==> config.mk <==
export PLATFORM = sky130hd
export DESIGN_NAME = hts_ctrl
export DESIGN_NICKNAME = d
export VERILOG_FILES = /design/src/design/hts_pkg.sv /design/src/design/hts_ctrl.sv
export VERILOG_INCLUDE_DIRS = /design/src /design/src/design
export SDC_FILE = /design/constraint.sdc
export NUM_CORES = 1
export LEC_CHECK = 0
export ABC_AREA = 1
export BUFFER_PORTS_ARGS = -buffer_cell sky130_fd_sc_hd__buf_2
export CAP_MARGIN = 20
export CORE_MARGIN = 3
export CORE_UTILIZATION = 40
export CTS_BUF_LIST = sky130_fd_sc_hd__clkbuf_16
export DETAILED_ROUTE_END_ITERATION = 7
export PLACE_DENSITY_LB_ADDON = 0.2
export REMOVE_ABC_BUFFERS = 1
export SYNTH_ARGS = -nofsm -noshare
export SYNTH_HDL_FRONTEND = slang
export SYNTH_SLANG_ARGS = --single-unit
==> constraint.sdc <==
create_clock -name clk -period 2.69 [get_ports clk]
set_input_delay 0 -clock clk [delete_from_list [all_inputs] [get_ports clk]]
set_output_delay 0 -clock clk [all_outputs]
set_load 0.01 [all_outputs]
==> src/design/assert_macros.svh <==
`ifndef ASSERT_MACROS_SVH
`define ASSERT_MACROS_SVH

// checked only out of reset
`define HTS_ASSERT(lbl, clk, rst_n, prop) \
	lbl: assert property (@(posedge clk) disable iff (!rst_n) prop) \
		else $error("%m: check failed");

// checked at every edge
`define HTS_ASSERT_ALWAYS(lbl, clk, prop) \
	lbl: assert property (@(posedge clk) prop) \
		else $error("%m: check failed");

`endif

==> src/design/hts_pkg.sv <==
package hts_pkg;

	localparam int LEVELS      = 4;
	localparam int WHEEL_SLOTS = 64;
	localparam int TIME_BITS   = 48;
	localparam int LVL_W       = $clog2(LEVELS);
	localparam int TK_W        = $clog2(LEVELS + 1);
	localparam int SLOT_W      = $clog2(WHEEL_SLOTS);
	localparam int IDX_W       = LVL_W + SLOT_W;
	localparam int MEM_DEPTH   = LEVELS * WHEEL_SLOTS;
	localparam int TICK_W      = 21;
	localparam int SIZE_W      = 7;
	localparam int CFG_W       = 48;
	localparam int CNT_W       = $clog2(TIME_BITS);
	localparam logic [TIME_BITS-1:0] TIME_MAX = '1;

	localparam logic [1:0] CFG_TICK  = 2'd0;
	localparam logic [1:0] CFG_SIZE  = 2'd1;
	localparam logic [1:0] CFG_START = 2'd2;

	typedef enum logic [2:0] {
		RES_PLACED    = 3'd0,
		RES_CANCELLED = 3'd1,
		RES_EXPIRED   = 3'd2,
		RES_BEYOND    = 3'd3,
		RES_ADVANCED  = 3'd4,
		RES_UNCHANGED = 3'd5
	} status_t;

	typedef enum logic [1:0] {
		DIV_START = 2'd0,
		DIV_NOW   = 2'd1,
		DIV_EXP   = 2'd2,
		DIV_SLOT  = 2'd3
	} div_sel_t;

	typedef enum logic [4:0] {
		ST_IDLE, ST_LTK_INIT, ST_LTK_STEP, ST_LD_DIV, ST_LD_WAIT, ST_TK_INIT,
		ST_TK_STEP, ST_DISPATCH, ST_ADV_CHK, ST_ADV_WAIT, ST_ADD_CHK, ST_ADD_WAIT1,
		ST_ADD_DIV2, ST_ADD_WAIT2, ST_MEM_RD, ST_MEM_WR, ST_FINISH
	} state_t;

	typedef struct packed {
		logic                 cmd;
		logic [TIME_BITS-1:0] expiry_time;
		logic                 is_cancelled;
		logic [TIME_BITS-1:0] now_time;
	} in_word_t;

	typedef struct packed {
		logic [2:0]           status;
		logic [1:0]           level;
		logic [5:0]           slot;
		logic                 enqueue_bucket;
		logic [TIME_BITS-1:0] bucket_expiry;
	} out_word_t;

	typedef struct packed {
		logic     in_load;
		logic     tk_init;
		logic     tk_snap;
		logic     tk_step;
		logic     lvl_clr;
		logic     lvl_inc;
		logic     div_start;
		logic     div_take;
		div_sel_t div_sel;
		logic     pend_clr;
		logic     mem_rd;
		logic     mem_wr;
		logic     out_load;
		status_t  out_status;
	} cmd_t;

	typedef struct packed {
		logic pend;
		logic is_adv;
		logic is_cancel;
		logic adv_ge;
		logic exp_lt_lo;
		logic exp_lt_hi;
		logic lvl_last;
		logic lvl_zero;
		logic div_done;
	} sts_t;

	function automatic logic [TIME_BITS-1:0] eff_tick(input logic [TICK_W-1:0] t);
		logic [TIME_BITS-1:0] r;
		r = {{(TIME_BITS-TICK_W){1'b0}}, t};
		if (t == '0) begin
			r = {{(TIME_BITS-1){1'b0}}, 1'b1};
		end
		return r;
	endfunction

	function automatic logic [SIZE_W-1:0] eff_size(input logic [SIZE_W-1:0] s);
		logic [SIZE_W-1:0] r;
		r = s;
		if (s < SIZE_W'(2)) begin
			r = SIZE_W'(2);
		end else if (s > SIZE_W'(WHEEL_SLOTS)) begin
			r = SIZE_W'(WHEEL_SLOTS);
		end
		return r;
	endfunction

	function automatic logic [TIME_BITS-1:0] sat_add(input logic [TIME_BITS-1:0] a,
			input logic [TIME_BITS-1:0] b);
		logic [TIME_BITS:0] s;
		s = {1'b0, a} + {1'b0, b};
		return s[TIME_BITS] ? TIME_MAX : s[TIME_BITS-1:0];
	endfunction

	function automatic logic [TIME_BITS-1:0] sat_mul(input logic [TIME_BITS-1:0] a,
			input logic [SIZE_W-1:0] b);
		logic [TIME_BITS+SIZE_W-1:0] p;
		p = {{SIZE_W{1'b0}}, a} * {{TIME_BITS{1'b0}}, b};
		return (|p[TIME_BITS+SIZE_W-1:TIME_BITS]) ? TIME_MAX : p[TIME_BITS-1:0];
	endfunction

endpackage

==> src/design/hts_ctrl.sv <==
`include "assert_macros.svh"

module hts_ctrl (
	input  logic          clk,
	input  logic          arst_n,
	input  logic          in_valid,
	output logic          in_stall,
	output logic          out_valid,
	input  logic          out_stall,
	input  hts_pkg::sts_t sts,
	output hts_pkg::cmd_t cmd
);

	hts_pkg::state_t  state_q, state_d;
	hts_pkg::status_t res_q, res_d;
	logic             out_valid_q;

	always_ff @(posedge clk or negedge arst_n) begin
		if (!arst_n) begin
			state_q     <= hts_pkg::ST_IDLE;
			res_q       <= hts_pkg::RES_PLACED;
			out_valid_q <= 1'b0;
		end else begin
			state_q <= state_d;
			res_q   <= res_d;
			if (cmd.out_load) begin
				out_valid_q <= 1'b1;
			end else if (!out_stall) begin
				out_valid_q <= 1'b0;
			end
		end
	end

	always_comb begin
		state_d        = state_q;
		res_d          = res_q;
		cmd            = '0;
		cmd.div_sel    = hts_pkg::DIV_START;
		cmd.out_status = res_q;
		case (state_q)
			hts_pkg::ST_IDLE: begin
				if (in_valid) begin
					cmd.in_load = 1'b1;
					state_d     = sts.pend ? hts_pkg::ST_LTK_INIT : hts_pkg::ST_TK_INIT;
				end
			end
			hts_pkg::ST_LTK_INIT: begin
				cmd.tk_init = 1'b1;
				cmd.tk_snap = 1'b1;
				cmd.lvl_clr = 1'b1;
				state_d     = hts_pkg::ST_LTK_STEP;
			end
			hts_pkg::ST_LTK_STEP: begin
				cmd.tk_step = 1'b1;
				if (sts.lvl_last) begin
					cmd.lvl_clr = 1'b1;
					state_d     = hts_pkg::ST_LD_DIV;
				end else begin
					cmd.lvl_inc = 1'b1;
				end
			end
			hts_pkg::ST_LD_DIV: begin
				cmd.div_start = 1'b1;
				state_d       = hts_pkg::ST_LD_WAIT;
			end
			hts_pkg::ST_LD_WAIT: begin
				if (sts.div_done) begin
					cmd.div_take = 1'b1;
					if (sts.lvl_last) begin
						cmd.pend_clr = 1'b1;
						state_d      = hts_pkg::ST_TK_INIT;
					end else begin
						cmd.lvl_inc = 1'b1;
						state_d     = hts_pkg::ST_LD_DIV;
					end
				end
			end
			hts_pkg::ST_TK_INIT: begin
				cmd.tk_init = 1'b1;
				cmd.lvl_clr = 1'b1;
				state_d     = hts_pkg::ST_TK_STEP;
			end
			hts_pkg::ST_TK_STEP: begin
				cmd.tk_step = 1'b1;
				if (sts.lvl_last) begin
					cmd.lvl_clr = 1'b1;
					state_d     = hts_pkg::ST_DISPATCH;
				end else begin
					cmd.lvl_inc = 1'b1;
				end
			end
			hts_pkg::ST_DISPATCH: begin
				if (sts.is_adv) begin
					res_d   = hts_pkg::RES_UNCHANGED;
					state_d = hts_pkg::ST_ADV_CHK;
				end else if (sts.is_cancel) begin
					res_d   = hts_pkg::RES_CANCELLED;
					state_d = hts_pkg::ST_FINISH;
				end else begin
					res_d   = hts_pkg::RES_BEYOND;
					state_d = hts_pkg::ST_ADD_CHK;
				end
			end
			hts_pkg::ST_ADV_CHK: begin
				cmd.div_sel = hts_pkg::DIV_NOW;
				if (sts.adv_ge) begin
					cmd.div_start = 1'b1;
					state_d       = hts_pkg::ST_ADV_WAIT;
				end else begin
					state_d = hts_pkg::ST_FINISH;
				end
			end
			hts_pkg::ST_ADV_WAIT: begin
				cmd.div_sel = hts_pkg::DIV_NOW;
				if (sts.div_done) begin
					cmd.div_take = 1'b1;
					if (sts.lvl_zero) begin
						res_d = hts_pkg::RES_ADVANCED;
					end
					if (sts.lvl_last) begin
						state_d = hts_pkg::ST_FINISH;
					end else begin
						cmd.lvl_inc = 1'b1;
						state_d     = hts_pkg::ST_ADV_CHK;
					end
				end
			end
			hts_pkg::ST_ADD_CHK: begin
				cmd.div_sel = hts_pkg::DIV_EXP;
				if (sts.exp_lt_lo) begin
					res_d   = hts_pkg::RES_EXPIRED;
					state_d = hts_pkg::ST_FINISH;
				end else if (sts.exp_lt_hi) begin
					cmd.div_start = 1'b1;
					state_d       = hts_pkg::ST_ADD_WAIT1;
				end else if (sts.lvl_last) begin
					state_d = hts_pkg::ST_FINISH;
				end else begin
					cmd.lvl_inc = 1'b1;
				end
			end
			hts_pkg::ST_ADD_WAIT1: begin
				cmd.div_sel = hts_pkg::DIV_EXP;
				if (sts.div_done) begin
					cmd.div_take = 1'b1;
					state_d      = hts_pkg::ST_ADD_DIV2;
				end
			end
			hts_pkg::ST_ADD_DIV2: begin
				cmd.div_sel   = hts_pkg::DIV_SLOT;
				cmd.div_start = 1'b1;
				state_d       = hts_pkg::ST_ADD_WAIT2;
			end
			hts_pkg::ST_ADD_WAIT2: begin
				cmd.div_sel = hts_pkg::DIV_SLOT;
				if (sts.div_done) begin
					cmd.div_take = 1'b1;
					state_d      = hts_pkg::ST_MEM_RD;
				end
			end
			hts_pkg::ST_MEM_RD: begin
				cmd.mem_rd = 1'b1;
				state_d    = hts_pkg::ST_MEM_WR;
			end
			hts_pkg::ST_MEM_WR: begin
				cmd.mem_wr = 1'b1;
				res_d      = hts_pkg::RES_PLACED;
				state_d    = hts_pkg::ST_FINISH;
			end
			hts_pkg::ST_FINISH: begin
				if (!out_valid_q || !out_stall) begin
					cmd.out_load = 1'b1;
					state_d      = hts_pkg::ST_IDLE;
				end
			end
			default: begin
				state_d = hts_pkg::ST_IDLE;
			end
		endcase
	end

	assign in_stall  = state_q != hts_pkg::ST_IDLE;
	assign out_valid = out_valid_q;

	`HTS_ASSERT(a_accept_starts, clk, arst_n, (in_valid && !in_stall) |=> (state_q == hts_pkg::ST_LTK_INIT || state_q == hts_pkg::ST_TK_INIT))
	`HTS_ASSERT(a_result_from_finish, clk, arst_n, $rose(out_valid_q) |-> $past(state_q == hts_pkg::ST_FINISH))
	`HTS_ASSERT(a_div_awaited, clk, arst_n, sts.div_done |-> (state_q == hts_pkg::ST_LD_WAIT || state_q == hts_pkg::ST_ADV_WAIT || state_q == hts_pkg::ST_ADD_WAIT1 || state_q == hts_pkg::ST_ADD_WAIT2))

endmodule

Word level (Yosys, flattened, before mapping)
Cells that the tools add are included.
Word-level totals
  input port bits: 13
  word-level logic and storage cells: 97
  output and inout port bits: 19
  register bits after elaboration: 9
Operators by class
  eq/ne operators: 28
  muxes and demuxes: 50
  reductions and logical operators: 16
Operator list (number)
  $pmux W5 S17: 1
  $mux W5: 15
  $eq A5 B4 Y1 const B: 8
  $mux W1: 21
  $eq A5 B3 Y1 const B: 4
  $ne A2 B2 Y1 const B: 10
  $mux W3: 6
  $reduce_or A2 Y1: 7
  $pmux W3 S4: 1
  $eq A5 B2 Y1 const B: 2
  $reduce_and A9 Y1: 1
  $pmux W1 S3: 2
  $pmux W2 S3: 1
  $eq A5 B1 Y1 const B: 1
  $eq A5 B5 Y1 const B: 1
  $logic_not A5 Y1: 1
  $reduce_bool A5 Y1: 1
  $mux W2: 2
  $ne A4 B4 Y1 const B: 1
  $reduce_and A4 Y1: 1
  $reduce_bool A4 Y1: 1
  $reduce_or A4 Y1: 1
  $logic_not A1 Y1: 2
  $ne A2 B1 Y1 const B: 1
  2 further kinds: 2

Logic depth before layout (Yosys ltp)
  depth after elaboration: 5
  gate-level depth with buffers: 10
  gate-level depth less buffers: 10

Worst setup path before layout
No wires, ideal clock.
  path type: reg-to-reg
  start point: register state_q[3]
  end point: register state_q[1]
  data required time: 2.573 ns
  buffers on the path: 1
  clock period less this slack: 1.393 ns
  stages on the path, launching flop included: 8
  library setup time: 0.117 ns
  path slack: 1.297 ns
  arrival: 1.276 ns
  cell sequence: dfrtp_1 > buf_4 > nor2_1 > nand3_2 > o21ai_2 > nor2_4 > nand3_1 > nand2_1
On the way
  cells in the longest elaborated chain, start to end: 3
  elaborated cells between the ends (all ways): 28
  those cells by class: eq/ne (25); mux (1); reduce/logical (2)
RTL lines
  start: declaration: line hts_ctrl.sv:14  | hts_pkg::state_t state_q, state_d;
  start signal: assignment: line hts_ctrl.sv:20  | state_q <= hts_pkg::ST_IDLE;
  start signal: assignment: line hts_ctrl.sv:24  | state_q <= state_d;
  $eq A5 B4 Y1 (tied with other cells): line hts_ctrl.sv:40  | case (state_q)
  $ne A4 B4 Y1 (no line) or $ne A2 B2 Y1 (tied branches)
  $reduce_and A9 Y1 (no line)
Parallel ways exist; a longest one is shown, timed or not.
A chain may end at the register's enable or synchronous reset.

==> results.yml <==
sta:
  rsz0062_at_grt: "no"
  fin_setup_tns_ns: 0
  hold_viol: 0
  slew_viol_final: 0
  min_period_over_period_pct: 66.9
  skew_ns: 0.00144
  final.min_clock_period_ns: 1.80
  relSlewSlack_pct: 72.0
  finalSetupViolCount: 0
  max_freq_ghz: 0.555
  tightestPinTransition_ns: 0.419
synthesis:
  yosys.area.top_type: "nand2_1"
  ys_seq_elements: 9
  syn-instance-count: 167
  seq_area_frac_synth_pct: 24.3
  synth_top_area_share_pct: 29.1
  synth_area_sq_um: 927
  ys_types: 19
  synth.area.top_cells: "nand2_1 (29%), dfrtp_1 (24%), nor2_1 (9.7%)"
  synth_area_per_cell_sq_um: 5.55
  synth_warnings: 0
clocking:
  cts_max_level: 1
  insertion_delay_ns: 0.23
  clockBufferDepth: 2
  cts-root-buf: "clkbuf_16"
  cts.sinks: 9
  cts_tree: "yes"
  cts_buffers: 3
  cts.reportedPaths.clkPinSlew_ns: 0.04
  cts_resized: 0
place:
  postPlaceCellArea_sq_mm: 0.00111
  hpwl_mm: 2.24
  io_buffers: 31
  gp_congestion: 0.948
worst_setup_path:
  startpoint: "state_q[0]$_DFFE_PN0P_"
  worstPathMaxFanout: 6
  reg2reg_to: "res_q[1]$_DFFE_PN0P_"
  crit_path_end: "cmd[10]"
  crit_arrival_ns: 1.80
  path_cells: "nor2_2 -> nand2_2 -> nor2_1 -> nand2_1 -> nand2_1 -> inv_1 -> o211ai_1 -> buf_2"
  critPathKind: "reg2out"
  crit_top_cell: "nand2_1"
  critPathLaunchType: "flip-flop"
  rr_worst_depth: 10
  r2r_setup_slack_ns: 1.08
  worstPathRequired_ns: 2.69
  r2r-start: "state_q[1]$_DFFE_PN0P_"
  slowest_stage: "dfrtp_1"
  cp-end-kind: "output pin"
  slowest_delay_ns: 0.43
finish:
  multiInputGateArea_sq_um: 604
  fin_nets: 216
  area_delta_synth_final_pct: 29.1
  drive_gt1_share_pct: 25.7
  insertedDiodeCount: 0
  finalInstanceArea_sq_mm: 0.00120
  n_fill_cell: 218
  seqCellArea_sq_um: 225
floorplanning:
  num_io_pins: 32
  die_area_sq_mm: 0.00293
  start_util_pct: 44.5
  dieHeight_um: 54.1
  fp.dieW_um: 54.1
  placement_rows: 16
  core-area_sq_mm: 0.00208
drt:
  routed_via_density: 4.95
  wl_per_cell_um: 11.8
  route.vias.total: 1133
  drtIter0Drc: 41
  drt-pass1-iter-count: 4
  drc: 0
  final_antenna_net_count: 0
  totalWireLength_mm: 2.71
flow_run:
  drv_cap: 0
power:
  powerDensity_mw_per_mm2: 1130
  irDropWorstVdd_uv: 664
  leakage_uw: 0.000802
  power.total_uw: 1350
global_route:
  first_global_vias: 1035
  track_usage_pct: 21.0
  antenna_found_initial: 0
  grt_remaining_overflow: 0
  grt_start_max_net_pins: 10
  grt_pass1_wl_mm: 4.49
outcome:
  status: "finished clean"
hold_path:
  worst_hold_path_type: "in2reg"
[cell families (layout without fill, tap and decap cells)]
family | count (synthesis) | in the layout | share of synthesized area [%]
DFF | 9 | 9 | 24.3
AOI/OAI and AO/OA | 7 | 7 | 6.34
buffers and inverters | 25 | 60 | 10.5
and+or+nand+nor | 126 | 126 | 58.8
[cell usage after synthesis]
master    number
nand2_1       72
nor2_1        24
inv_1         21
nand3_1       13
dfrtp_1        9
nor2_2         7
nand4_1        5
inv_2          3
nand2_2        2
o22ai_1        2
a31o_2         1
buf_4          1
nand2_4        1
nand3_2        1
nor2_4         1
o211ai_1       1
o21ai_0        1
o21ai_2        1
o21ai_4        1
[layout make-up]
cell class | count | share of cell area (%)
tap | 27 | 2.82
inverter | 24 | 7.52
multi-input combinational | 133 | 50.5
timing repair buffer | 32 | 13.8
sequential | 9 | 18.8
clock inverter | 1 | 0.313
clock buffer | 3 | 6.27
[power by group]
| group | switching [uW] | internal [uW] | total, uW |
|---|---|---|---|
| registers | 67.3 | 196 | 263 |
| logic | 550 | 284 | 834 |
| clock network | 62.3 | 194 | 256 |
[sequential cells by signal (all words and copies together) (netlist names)]
| register | cells |
|---|---|
| res_q | 3 |
| out_valid | 1 |
| state_q | 5 |
[critical path, delay by kind of cell, from the launching register on]
family / cells / cell delay (ns)
flops: 1 / 0.43
compound gates: 1 / 0.09
simple gates: 5 / 0.82
buf+inv: 2 / 0.23
[timing repair]
| action | 4_1_cts | 5_1_grt |
|---|---|---|
| hold endpoints to repair | 9 | 0 |
| setup endpoints to repair | 0 | 0 |
| hold buffers | 1 | 0 |
| setup buffers | 0 | 0 |
[cell usage in the layout, fill, tap and decap left out, drive strengths merged]
cell	instances
a31o	1
inv	25
o211ai	1
buf	31
nor2	32
nand2	75
o22ai	2
nand3	14
o21ai	3
dlygate4sd3	1
dfrtp	9
clkbuf	3
nand4	5
[metrics by stage]
| step | instances | setup WS, ns | util, % | hold WS, ns |
|---|---|---|---|---|
| 6_report | 229 | 0.890 | 57.5 | 0.000184 |
| 5_1_grt | 229 | 0.776 | 57.5 | 0.0391 |
| 4_1_cts | 229 | 0.923 | 57.5 | 0.0000448 |
| 3_5_place_dp | 224 | 1.10 | 53.2 | -0.133 |
| 3_3_place_gp | 224 | 1.12 | 53.2 | -0.145 |
| 2_1_floorplan | 166 | 1.32 | - | -0.296 |
[per-layer routing]
metal	vias to the layer above	global-route usage, %	part of all wire, %
li1	585	-	-
met1	500	27.8	46
met2	46	35.3	48
met3	2	2.77	5.8
met4	0	5.81	0.30
met5	-	0	0
[worst min path at each step]
stage	startpoint	end	slack, ns	cells after the start
final	out_stall	out_valid$_DFFE_PN0P_	0.0002	3
after detailed placement	arst_n	res_q[1]$_DFFE_PN0P_	-0.13	1
after global routing	out_stall	out_valid$_DFFE_PN0P_	0.04	3
after floorplan	arst_n	out_valid$_DFFE_PN0P_	-0.30	0
after CTS	out_stall	out_valid$_DFFE_PN0P_	0.00004	3
after global placement	arst_n	out_valid$_DFFE_PN0P_	-0.14	1
Note: power is estimated with default switching activity, not from simulation.
